<file path="config.mk">
export PLATFORM = sky130hd
export DESIGN_NAME = video_pixel_unpacker_unit
export DESIGN_NICKNAME = d
export VERILOG_FILES = /design/src/rtl/vpu_pkg.sv /design/src/rtl/video_pixel_unpacker_unit.sv
export VERILOG_INCLUDE_DIRS = /design/src /design/src/rtl
export SDC_FILE = /design/constraint.sdc
export NUM_CORES = 1
export LEC_CHECK = 0
export BUFFER_PORTS_ARGS = -buffer_cell sky130_fd_sc_hd__buf_2
export CAP_MARGIN = 20
export CORE_UTILIZATION = 45
export CTS_BUF_LIST = sky130_fd_sc_hd__clkbuf_2
export DETAILED_ROUTE_END_ITERATION = 6
export GPL_ROUTABILITY_DRIVEN = 0
export GPL_TIMING_DRIVEN = 0
export PLACE_DENSITY_LB_ADDON = 0.2
export SETUP_SLACK_MARGIN = 0.05
export SYNTH_ARGS = -nofsm -noshare
export SYNTH_HDL_FRONTEND = slang
export SYNTH_SLANG_ARGS = --single-unit
</file>
<file path="constraint.sdc">
create_clock -name aclk -period 3.2 [get_ports aclk]
set_input_delay 0.32 -clock aclk [delete_from_list [all_inputs] [get_ports aclk]]
set_output_delay 0.32 -clock aclk [all_outputs]
set_load 0.02 [all_outputs]
</file>
<file path="src/rtl/video_pixel_unpacker_unit_defines.svh">
// Assertion macros for the video pixel unpacker.
// Included by the top level; expects aclk and aresetn in scope.
`ifndef VIDEO_PIXEL_UNPACKER_UNIT_DEFINES_SVH
`define VIDEO_PIXEL_UNPACKER_UNIT_DEFINES_SVH

// Checks that a condition holds at every clock edge outside reset.
`define VPU_ASSERT_ALWAYS(label, cond, msg) \
    label: assert property (@(posedge aclk) disable iff (!aresetn) (cond)) else $error(msg);

// Checks that the consequent holds whenever the antecedent holds.
`define VPU_ASSERT_IMPL(label, ante, cons, msg) \
    label: assert property (@(posedge aclk) disable iff (!aresetn) (ante) |-> (cons)) \
        else $error(msg);

// Checks that the consequent holds in the cycle after the antecedent.
`define VPU_ASSERT_NEXT(label, ante, cons, msg) \
    label: assert property (@(posedge aclk) disable iff (!aresetn) (ante) |=> (cons)) \
        else $error(msg);

`endif

</file>
<file path="src/rtl/vpu_pkg.sv">
// Package for the video pixel unpacker: pixel format codes, register
// addresses and field widths. No dependencies.
`default_nettype none

package vpu_pkg;

    localparam int unsigned BYTE_W  = 8;
    localparam int unsigned CHAN_W  = 8;
    localparam int unsigned PIXEL_W = 3 * CHAN_W;
    localparam int unsigned ADDR_W  = 3;
    localparam int unsigned APB_W   = 32;

    typedef enum logic [1:0] {
        FMT_GREY   = 2'd0,
        FMT_RGB565 = 2'd1,
        FMT_RGB555 = 2'd2,
        FMT_RGB24  = 2'd3
    } pixel_format_t;

    // Register select bit of paddr: 0 selects pixel_format, 1 selects grey_wide.
    localparam int unsigned REG_SEL_BIT = 2;

    typedef enum logic {
        REG_PIXEL_FORMAT = 1'b0,
        REG_GREY_WIDE    = 1'b1
    } reg_index_t;

    localparam pixel_format_t FORMAT_RESET    = FMT_RGB24;
    localparam logic          GREY_WIDE_RESET = 1'b1;

endpackage

`default_nettype wire

</file>
<file path="src/rtl/video_pixel_unpacker_unit.sv">
// Video pixel unpacker: assembles camera bytes into 8-bit RGB pixels.
// A pixel's last byte passes the input register, then the result registers.
// Throughput: one byte beat per cycle; the input register keeps taking
// bytes while a result beat waits on m_tready, until both stages are full.
// Reset (aresetn low, synchronous): format RGB24, grey_wide set, no partial
// pixel held, both stages empty. Depends on vpu_pkg and the defines header.
`default_nettype none

`include "video_pixel_unpacker_unit_defines.svh"

module video_pixel_unpacker_unit (
    input  wire logic                       aclk,
    input  wire logic                       aresetn,
    // Input stream.
    input  wire logic                       s_tvalid,
    output      logic                       s_tready,
    input  wire logic [vpu_pkg::BYTE_W-1:0] s_tdata,   // [7:0] byte_value
    // Result stream.
    output      logic                       m_tvalid,
    input  wire logic                       m_tready,
    output      logic [vpu_pkg::PIXEL_W-1:0] m_tdata,  // [7:0] red, [15:8] green,
                                                       // [23:16] blue
    // Configuration port.
    input  wire logic                       psel,
    input  wire logic                       penable,
    input  wire logic                       pwrite,
    input  wire logic [vpu_pkg::ADDR_W-1:0] paddr,
    input  wire logic [vpu_pkg::APB_W-1:0]  pwdata,
    output      logic [vpu_pkg::APB_W-1:0]  prdata,
    output      logic                       pready
);
    import vpu_pkg::*;

    pixel_format_t       format_reg;
    logic                grey_wide_reg;
    logic [1:0]          bytes_held_reg, bytes_held_next;
    logic [BYTE_W-1:0]   first_byte_reg, second_byte_reg;
    logic                in_valid_reg;
    logic [BYTE_W-1:0]   in_byte_reg;
    logic                out_valid_reg;
    logic [CHAN_W-1:0]   red_reg, green_reg, blue_reg;
    logic [CHAN_W-1:0]   red_next, green_next, blue_next;

    logic                cfg_write;
    reg_index_t          cfg_sel;
    logic [1:0]          need;
    logic                complete;
    logic                out_free;
    logic                consume;

    assign pready    = 1'b1;
    assign cfg_sel   = reg_index_t'(paddr[REG_SEL_BIT]);
    assign cfg_write = psel && penable && pwrite && pready;

    always_comb begin
        prdata = '0;
        case (cfg_sel)
            REG_PIXEL_FORMAT: prdata[1:0] = format_reg;
            REG_GREY_WIDE:    prdata[0]   = grey_wide_reg;
            default:          prdata      = '0;
        endcase
    end

    always_comb begin
        case (format_reg)
            FMT_GREY:   need = grey_wide_reg ? 2'd2 : 2'd1;
            FMT_RGB565: need = 2'd2;
            FMT_RGB555: need = 2'd2;
            FMT_RGB24:  need = 2'd3;
            default:    need = 2'd3;
        endcase
    end

    assign complete = ({1'b0, bytes_held_reg} + 3'd1) >= {1'b0, need};
    assign out_free = !out_valid_reg || m_tready;
    assign consume  = in_valid_reg && (!complete || out_free);
    assign s_tready = !in_valid_reg || consume;
    assign m_tvalid = out_valid_reg;
    assign m_tdata  = {blue_reg, green_reg, red_reg};

    always_comb begin
        red_next   = in_byte_reg;
        green_next = in_byte_reg;
        blue_next  = in_byte_reg;
        case (format_reg)
            FMT_GREY: begin
                red_next   = in_byte_reg;
                green_next = in_byte_reg;
                blue_next  = in_byte_reg;
            end
            FMT_RGB565: begin
                red_next   = {in_byte_reg[7:3], 3'b000};
                green_next = {in_byte_reg[2:0], first_byte_reg[7:5], 2'b00};
                blue_next  = {first_byte_reg[4:0], 3'b000};
            end
            FMT_RGB555: begin
                red_next   = {first_byte_reg[7:3], 3'b000};
                green_next = {first_byte_reg[2:0], in_byte_reg[7:6], 3'b000};
                blue_next  = {in_byte_reg[5:1], 3'b000};
            end
            FMT_RGB24: begin
                red_next   = first_byte_reg;
                green_next = second_byte_reg;
                blue_next  = in_byte_reg;
            end
            default: begin
                red_next   = in_byte_reg;
                green_next = in_byte_reg;
                blue_next  = in_byte_reg;
            end
        endcase
    end

    always_comb begin
        bytes_held_next = bytes_held_reg;
        if (cfg_write) begin
            bytes_held_next = 2'd0;
        end else if (consume) begin
            bytes_held_next = complete ? 2'd0 : bytes_held_reg + 2'd1;
        end
    end

    always_ff @(posedge aclk) begin
        if (!aresetn) begin
            format_reg     <= FORMAT_RESET;
            grey_wide_reg  <= GREY_WIDE_RESET;
            bytes_held_reg <= 2'd0;
            in_valid_reg   <= 1'b0;
            out_valid_reg  <= 1'b0;
        end else begin
            bytes_held_reg <= bytes_held_next;
            if (cfg_write) begin
                case (cfg_sel)
                    REG_PIXEL_FORMAT: format_reg    <= pixel_format_t'(pwdata[1:0]);
                    REG_GREY_WIDE:    grey_wide_reg <= pwdata[0];
                    default:          grey_wide_reg <= grey_wide_reg;
                endcase
            end
            if (s_tready) begin
                in_valid_reg <= s_tvalid;
            end
            if (consume && complete) begin
                out_valid_reg <= 1'b1;
            end else if (m_tready) begin
                out_valid_reg <= 1'b0;
            end
        end
    end

    always_ff @(posedge aclk) begin
        if (s_tready && s_tvalid) begin
            in_byte_reg <= s_tdata;
        end
        if (consume && !complete) begin
            if (bytes_held_reg == 2'd0) begin
                first_byte_reg <= in_byte_reg;
            end else begin
                second_byte_reg <= in_byte_reg;
            end
        end
        if (consume && complete) begin
            red_reg   <= red_next;
            green_reg <= green_next;
            blue_reg  <= blue_next;
        end
    end

    `VPU_ASSERT_ALWAYS(a_held_below_need, bytes_held_reg < need,
        "Partial pixel count reached the pixel size.")
    `VPU_ASSERT_NEXT(a_complete_gives_beat, consume && complete, m_tvalid,
        "A completed pixel produced no result beat.")
    `VPU_ASSERT_IMPL(a_grey_equal, m_tvalid && format_reg == FMT_GREY,
        m_tdata[7:0] == m_tdata[15:8] && m_tdata[15:8] == m_tdata[23:16],
        "Grey pixel has unequal channels.")
    `VPU_ASSERT_IMPL(a_narrow_low_bits,
        m_tvalid && (format_reg == FMT_RGB565 || format_reg == FMT_RGB555),
        m_tdata[2:0] == 3'b000 && m_tdata[18:16] == 3'b000,
        "Narrow channel low bits are not zero.")

endmodule

`default_nettype wire

</file>
# Yosys cells after proc, flatten, opt, wreduce, memory -nomap -nowiden
# Cells that the tools add are included.
op_classes:
  addsub: 2
  n_lt_le_gt_ge: 1
  n_eq_ne: 3
  mux: 10
  bitwise: 3
  n_reduce_logical: 22
op_table:
  columns: ["op", "count"]
  rows:
  - ["$pmux W8 S4", 2]
  - ["$pmux W8 S3", 1]
  - ["$reduce_and A2 Y1", 4]
  - ["$logic_and A1 B1 Y1", 6]
  - ["$pmux W2 S3", 1]
  - ["$reduce_or A2 Y1", 3]
  - ["$eq A2 B2 Y1 const B", 2]
  - ["$logic_not A2 Y1", 2]
  - ["$mux W2", 2]
  - ["$add A2 B1 Y3 const B", 1]
  - ["$ge A3 B2 Y1", 1]
  - ["$logic_not A1 Y1", 3]
  - ["$logic_or A1 B1 Y1", 3]
  - ["$mux W1", 3]
  - ["$not A1 Y1", 3]
  - ["$add A2 B1 Y2 const B", 1]
  - ["$eq A2 B1 Y1 const B", 1]
  - ["$pmux W1 S2", 1]
  - ["$reduce_bool A2 Y1", 1]
totals:
  ff_bits: 55
  in_bits: 50
  word_cells: 52

# Longest topological paths before layout
# Gate-level depths: netlist of run 1.
depth:
  word_depth: 9
  depth_mapped: 10
  ltp_nobuf: 10

# Worst setup path after synthesis of run 1
# OpenSTA, ideal clock, no wires.
synth_path:
  path_type: "reg-to-reg"
  startpoint: "register format_reg[0]"
  endpoint: "register blue_reg[0] (enable)"
  setup_ns: 0.405
  t_arrival_ns: 2.642
  setup_slack_ns: 0.153
  stages_incl_launch_ff: 10
  n_path_buf: 0
  synth_period_minus_slack_ns: 3.047
  path_cell_list: "dfxtp_1 > inv_1 > ha_1 > inv_1 > nor2_1 > fa_1 > nand2b_4 > o21bai_4 > nand2_1 > nor2_1"
synth_between:
  elab_chain_len: 8
  word_cells_on_any_way: 11
  cone_classes: "1 x order compare; 3 x eq/ne; 1 x mux; 6 x reduce/logical"
synth_lines:
  columns: ["item", "line_no", "source"]
  rows:
  - ["start, declared", "video_pixel_unpacker_unit.sv:34", "pixel_format_t format_reg;"]
  - ["start signal, assigned", "video_pixel_unpacker_unit.sv:134", "REG_PIXEL_FORMAT: format_reg <= pixel_format_t'(pwdata[1:0]);"]
  - ["$eq A2 B2 Y1 / $eq A2 B1 Y1 (equally long branches)", "video_pixel_unpacker_unit.sv:65", "case (format_reg)"]
  - ["$reduce_or A2 Y1 (no source line)", null, null]
  - ["$pmux W2 S3 *", "video_pixel_unpacker_unit.sv:65", null]
  - ["$ge A3 B2 Y1 *", "video_pixel_unpacker_unit.sv:74", "assign complete = ({1'b0, bytes_held_reg} + 3'd1) >= {1'b0, need};"]
  - ["$logic_not A1 Y1", "video_pixel_unpacker_unit.sv:76", "assign consume = in_valid_reg && (!complete || out_free);"]
  - ["$logic_or A1 B1 Y1", "video_pixel_unpacker_unit.sv:76", null]
  - ["$logic_and A1 B1 Y1", "video_pixel_unpacker_unit.sv:76", null]
  - ["$logic_and A1 B1 Y1 *", "video_pixel_unpacker_unit.sv:161", "if (consume && complete) begin"]
  - ["end signal, assigned", "video_pixel_unpacker_unit.sv:164", "blue_reg <= blue_next;"]
  - ["end, declared", "video_pixel_unpacker_unit.sv:41", "logic [CHAN_W-1:0] red_reg, green_reg, blue_reg;"]
# Every way passes the cells marked *; elsewhere a longest branch is shown, timed or not.
# A chain may end at the register's enable or synchronous reset.

# Worst setup path in the final report of run 1
layout_path:
  startpoint: "register format_reg[0]"
  endpoint: "output s_tready"
layout_between:
  elab_chain_len: 8
  word_cells_on_any_way: 11
  cone_classes: "1 x order compare; 3 x eq/ne; 1 x mux; 6 x reduce/logical"
layout_lines:
  columns: ["item", "line_no", "source"]
  rows:
  - ["$eq A2 B2 Y1 / $eq A2 B1 Y1 (equally long branches)", "video_pixel_unpacker_unit.sv:65", null]
  - ["$reduce_or A2 Y1 (no source line)", null, null]
  - ["$pmux W2 S3 *", "video_pixel_unpacker_unit.sv:65", null]
  - ["$ge A3 B2 Y1 *", "video_pixel_unpacker_unit.sv:74", null]
  - ["$logic_not A1 Y1 *", "video_pixel_unpacker_unit.sv:76", null]
  - ["$logic_or A1 B1 Y1 *", "video_pixel_unpacker_unit.sv:76", null]
  - ["$logic_and A1 B1 Y1 *", "video_pixel_unpacker_unit.sv:76", null]
  - ["$logic_or A1 B1 Y1 *", "video_pixel_unpacker_unit.sv:77", "assign s_tready = !in_valid_reg || consume;"]
  - ["end, declared", "video_pixel_unpacker_unit.sv:16", "output logic s_tready,"]
# Marks and branches as above.

==> results of run 1 <==
## worst max path at each step
stage                     slack (ns)             end  cells past startpoint          start
after global routing            0.30        s_tready                      9  format_reg[0]
after detailed placement        0.59  in_byte_reg[7]                      8  format_reg[1]
after global placement         -0.32    green_reg[3]                      9  format_reg[0]
after floorplan                 0.15     blue_reg[0]                      9  format_reg[0]
after CTS                       0.41        s_tready                      9  format_reg[0]
final                           0.45        s_tready                      9  format_reg[0]
## worst register-to-register path, stage by stage (launching register included)
cell and delay, ns:
dfxtp_1 0.45, inv_1 0.12, ha_1 0.22, inv_1 0.07, nor2_1 0.06, a21o_1 0.16, ha_1 0.30, nor2b_4 0.18
o21bai_4 0.09, a31oi_1 0.65
## synth_stat cells, drive strengths merged
library cell	instances
nor2b	2
and2b	2
a211oi	1
buf	34
a21o	1
conb	2
mux2i	7
a31oi	1
a21oi	2
o21ai	9
edfxtp	48
fa	1
nor2	10
nand4	1
o21bai	1
nand2b	2
nand3	2
a22o	9
inv	13
clkbuf	1
or2	1
dfxtp	7
and2	3
a22oi	6
a222oi	5
nand2	14
a21boi	2
o211ai	2
ha	9
## per-stage QoR
stage / utilization / cells / hold slack (ns) / setup TNS [ns]
2_1_floorplan: - / 227 / 0.382 / 0
3_3_place_gp: 0.547 / 344 / 0.498 / -7.63
3_5_place_dp: 0.550 / 345 / 0.493 / 0
4_1_cts: 0.571 / 360 / 0.00168 / 0
5_1_grt: 0.573 / 361 / 0.0281 / 0
6_report: 0.573 / 361 / 0.0730 / 0
## placed cells by master (no fill, tap or decap), types with 5 or more instances in the layout
master          n
buf_2          48
edfxtp_1       48
buf_4          31
conb_1         31
nand2_1        14
inv_1          13
a22o_1          9
ha_1            9
nor2_1          8
o21ai_0         8
dlygate4sd3_1   8
mux2i_1         7
dfxtp_1         7
a22oi_1         6
a222oi_1        5
clkbuf_2        5
## area by class of cell
type,instances,area share
inverter,13,0.0154
tap,72,0.0284
multi-input combinational,124,0.263
clock inverter,3,0.00710
timing repair buffer,54,0.101
clock buffer,5,0.00789
sequential,55,0.498
buffer,35,0.0793
## per-layer routing
metal / share of wire / routed length (µm) / vias up / global-route usage
li1: - / - / 831 / -
met1: 0.43 / 1850 / 728 / 0.178
met2: 0.49 / 2120 / 59 / 0.250
met3: 0.065 / 279 / 2 / 0.0430
met4: 0.0098 / 42 / 0 / 0.0667
met5: 0 / 0 / - / 0
## repair_timing
item | in CTS | in global routing
endpoints found under the hold margin | 7 | 1
hold buffers | 7 | 1
setup buffers | 0 | 0
## cell families after synthesis
logic type | synth area share
AO/OA/AOI/OAI | 0.121
adder cells (fa/ha/maj) | 0.0509
buffers and inverters | 0.115
flip-flops | 0.607
multiplexers | 0.0269
other | 0.00288
AND/OR/NAND/NOR | 0.0754
## power by group through the flow
stage	registers, mW	logic (mW)	clock network (mW)
after CTS	0.829	0.183	0.295
after detailed placement	0.845	0.176	0
final	0.829	0.184	0.281
after global placement	0.844	0.172	0
after floorplan	0.847	0.131	0
after global routing	0.833	0.201	0.322
==> impl_metrics.json, run 1 <==
{
  "netlist_area_um2": 2600,
  "setup_slack_ns": 0.455,
  "max_freq_mhz": 364,
  "share_seq_of_total_power": 0.641,
  "holdPathStages": 3,
  "io_pins": 109,
  "layout-drive-gt1-share": 0.336,
  "ir_drop_uv": 174,
  "r2r_start": "format_reg[0]",
  "first_global_vias": 1475,
  "final_max_slew_viol_count": 0,
  "place_ws_ns": 0.590,
  "clk_latency_ns": 0.45,
  "vias": 1620,
  "fin_crit_ns": 2.75,
  "root_buffer": "clkbuf_2",
  "routed_wl_um": 4290,
  "nets": 348,
  "core_um2": 5540,
  "finalHoldViolations": 0,
  "cap_violations": 0,
  "synth_top_area_frac": 0.554,
  "fp-row-count": 27,
  "die_y_um": 78.1,
  "cts_buffers": 5,
  "diodes": 0,
  "cp_slowest_cell": "fa_1",
  "power_density_nw_per_um2": 408,
  "clk_transition_reported_paths_ns": 0.26,
  "initial_core_util": 0.470,
  "critical_path.cell_chain": "inv_1, ha_1, inv_1, nor2_1, fa_1, nand2b_4, o21bai_4, nand3_2, buf_2",
  "tightest_slew_ns": 0.825,
  "die_area_um2": 6090,
  "power_switching_share": 0.266,
  "power_frac_comb": 0.142,
  "power_mw": 1.29,
  "antenna_found_initial": 0,
  "final.fill_count": 487,
  "fin_crit_sh": 0.858,
  "rsz0062_at_grt": "false",
  "area_growth_pct": 21.9,
  "firstDrtPassIters": 4,
  "cts_buffer_depth": 2,
  "p_leak_nw": 1.38,
  "ys_types": 36,
  "port_buffers": 45,
  "yosysWarningCount": 0,
  "rr_endpoint": "in_byte_reg[5]",
  "grt_pass1_wl_um": 6830,
  "setup_viol": 0,
  "hold_path_class": "input pin to flop",
  "die_x_um": 78.1,
  "r2r_cells": 9,
  "ys_seq_area_frac": 0.607,
  "wl_per_cell_um": 11.9,
  "finClkSkew_ns": 0.0111,
  "vias_per_cell": 4.49,
  "avgSynthCellArea_um2": 13.2,
  "seq_area_um2": 1580,
  "synth_cells": 198,
  "reg2reg_setup_slack_ns": 0.60,
  "cts_resized": 0,
  "path_buf_inv": 3,
  "yosysTopAreaCell": "edfxtp_1",
  "dr.first_iter.drc_count": 107,
  "hold_end": "format_reg[1]",
  "overflow": 0,
  "worstSetupPathType": "flop to primary output",
  "outcome": "finished, final reports clean",
  "place_area_um2": 3050,
  "p_int_uw": 950,
  "cts_sinks": 55,
  "grt_usage": 0.149,
  "dp_hpwl_um": 3230,
  "cp_data_required_time_ns": 2.88,
  "cp_common_cell": "inv_1",
  "netlist_top_cells_area": "edfxtp_1 (55%), buf_4 (8.9%), dfxtp_1 (5.4%)",
  "critPathCaptureType": "primary output",
  "cts_tree": "built",
  "crit_path_max_fanout": 5,
  "max_stage_delay_ns": 0.53,
  "postRouteAntennaNets": 0,
  "slew_headroom": 0.448,
  "multi_input_area_um2": 833,
  "worstHoldStart": "pwdata[1]",
  "worst_setup_path_start_kind": "flop",
  "grt_max_degree": 22,
  "drc": 0,
  "ys_ff_latch": 55,
  "arrival_ns": 2.43,
  "htree_levels": 2,
  "p_clk_frac": 0.217,
  "finalInstanceArea_um2": 3170,
  "switchingPower_uw": 344,
  "cp_top_family": "adder cells"
}
Power figures use the tool's default switching activity.
==> run 2, diff against run 1 <==
Settings changed: BUFFER_PORTS_ARGS -buffer_cell sky130_fd_sc_hd__buf_2 to -buffer_cell sky130_fd_sc_hd__buf_4.
==> impl_metrics.json, run 2 (synthesized netlist as in run 1, its figures left out) <==
{
  "antenna_found_initial": 0,
  "nets": 348,
  "p_leak_nw": 1.42,
  "power_mw": 1.30,
  "hold_ws_ns": 0.0512,
  "cp_slowest_cell": "fa_1",
  "rr_endpoint": "in_byte_reg[1]",
  "critPathCaptureType": "primary output",
  "hold_path_class": "input pin to flop",
  "port_buffers": 45,
  "slew_headroom": 0.435,
  "reg2reg_setup_slack_ns": 0.55,
  "worst_setup_path_start_kind": "flop",
  "fp-row-count": 27,
  "arrival_ns": 2.47,
  "die_x_um": 78.1,
  "instances_no_fill": 361,
  "dr.first_iter.drc_count": 134,
  "final_cell_mix": "buf_4 (76), edfxtp_1 (48), conb_1 (31)",
  "core_um2": 5540,
  "clk_transition_reported_paths_ns": 0.25,
  "cts_buffers": 5,
  "grt_pass1_wl_um": 7100,
  "vias": 1637,
  "vias_per_cell": 4.53,
  "die_area_um2": 6090,
  "postRouteAntennaNets": 0,
  "cts_sinks": 55,
  "layout-drive-gt1-share": 0.336,
  "routed_wl_um": 4470,
  "die_y_um": 78.1,
  "area_growth_pct": 26.2,
  "finClkSkew_ns": 0.0164,
  "final_max_slew_viol_count": 0,
  "final_util": 0.593,
  "fin_crit_sh": 0.871,
  "cp_data_required_time_ns": 2.88,
  "cts_tree": "built",
  "cts_setup_buffers": 0,
  "fin_crit_ns": 2.79,
  "rsz0062_at_grt": "false",
  "tightest_slew_ns": 0.844,
  "holdPathStages": 2,
  "worstHoldStart": "aresetn",
  "root_buffer": "clkbuf_2",
  "max_freq_mhz": 359,
  "cts_buffer_depth": 2,
  "ir_drop_uv": 152,
  "initial_core_util": 0.470,
  "htree_levels": 2,
  "firstDrtPassIters": 5,
  "grt_usage": 0.155,
  "drc": 0,
  "cap_violations": 0,
  "cp_common_cell": "inv_1",
  "critical_path.cell_chain": "inv_1, ha_1, inv_1, nor2_1, fa_1, nand2b_4, o21bai_4, nand3_2, buf_4",
  "r2r_start": "format_reg[0]",
  "overflow": 0,
  "wl_per_cell_um": 12.4,
  "mostFrequentLayoutCell": "buf_4",
  "io_pins": 109,
  "max_stage_delay_ns": 0.54,
  "setup_viol": 0,
  "placed_cells": 345,
  "diodes": 0,
  "crit_path_max_fanout": 5,
  "first_global_vias": 1474,
  "worstSetupPathType": "flop to primary output",
  "grt_max_degree": 21,
  "hold_end": "grey_wide_reg",
  "dp_hpwl_um": 3360,
  "power_density_nw_per_um2": 395,
  "finalHoldViolations": 0,
  "outcome": "finished, final reports clean",
  "clk_latency_ns": 0.45,
  "hold_buffers": 5,
  "r2r_cells": 9,
  "cts_resized": 0
}
run 2: cell types whose count changed in the layout (fill, tap and decap cells not counted):
cell	delta
clkbuf_2	+1
clkinv_2	-1
inv_6	-2
clkinv_4	+2
buf_2	-45
buf_4	+45
run 2: how the worst max path moves through the flow:
stage	depth (start not counted)	startpoint	slack (ns)	to
4_1_cts	9	format_reg[0]	0.38	s_tready
6_report	9	format_reg[0]	0.41	s_tready
2_1_floorplan	9	format_reg[0]	0.15	blue_reg[0]
5_1_grt	9	format_reg[0]	0.28	s_tready
3_3_place_gp	9	format_reg[0]	-0.32	green_reg[3]
3_5_place_dp	8	format_reg[1]	0.54	in_byte_reg[7]
run 2: cell type report:
class / count / area (µm²)
plain buffers: 35 / 251
fillers: 477 / 2250
well taps: 72 / 90.1
clock buffers: 6 / 30.0
multi-input cells: 124 / 833
clock inverters: 2 / 17.5
repair buffers: 54 / 433
flip-flops and latches: 55 / 1580
inverters: 13 / 48.8
run 2: where the power goes:
| part | total [mW] | internal [mW] | switching (mW) |
|---|---|---|---|
| clock network | 0.273 | 0.0606 | 0.213 |
| registers | 0.830 | 0.810 | 0.0200 |
| logic | 0.196 | 0.0906 | 0.105 |
run 2: critical path, delay by kind of cell, from the launching register on:
| family | cells | cell delay [ns] |
|---|---|---|
| fa+ha+maj | 2 | 0.76 |
| flops | 1 | 0.47 |
| buf+inv | 3 | 0.38 |
| simple gates | 3 | 0.25 |
| compound gates | 1 | 0.18 |
run 2: stage by stage:
step / area, µm² / TNS, ns / setup slack [ns]
final: 3290 / 0 / 0.414
after global routing: 3290 / 0 / 0.284
after CTS: 3260 / 0 / 0.384
after detailed placement: 3160 / 0 / 0.540
after global placement: 3140 / -7.71 / -0.323
after floorplan: 2710 / 0 / 0.153
run 2: routing by layer:
metal	vias to the layer above	wire length (µm)	global-route usage
met5	-	0	0
met4	0	76	0.0704
met3	5	317	0.0372
met2	67	2220	0.256
met1	734	1860	0.192
li1	831	-	-
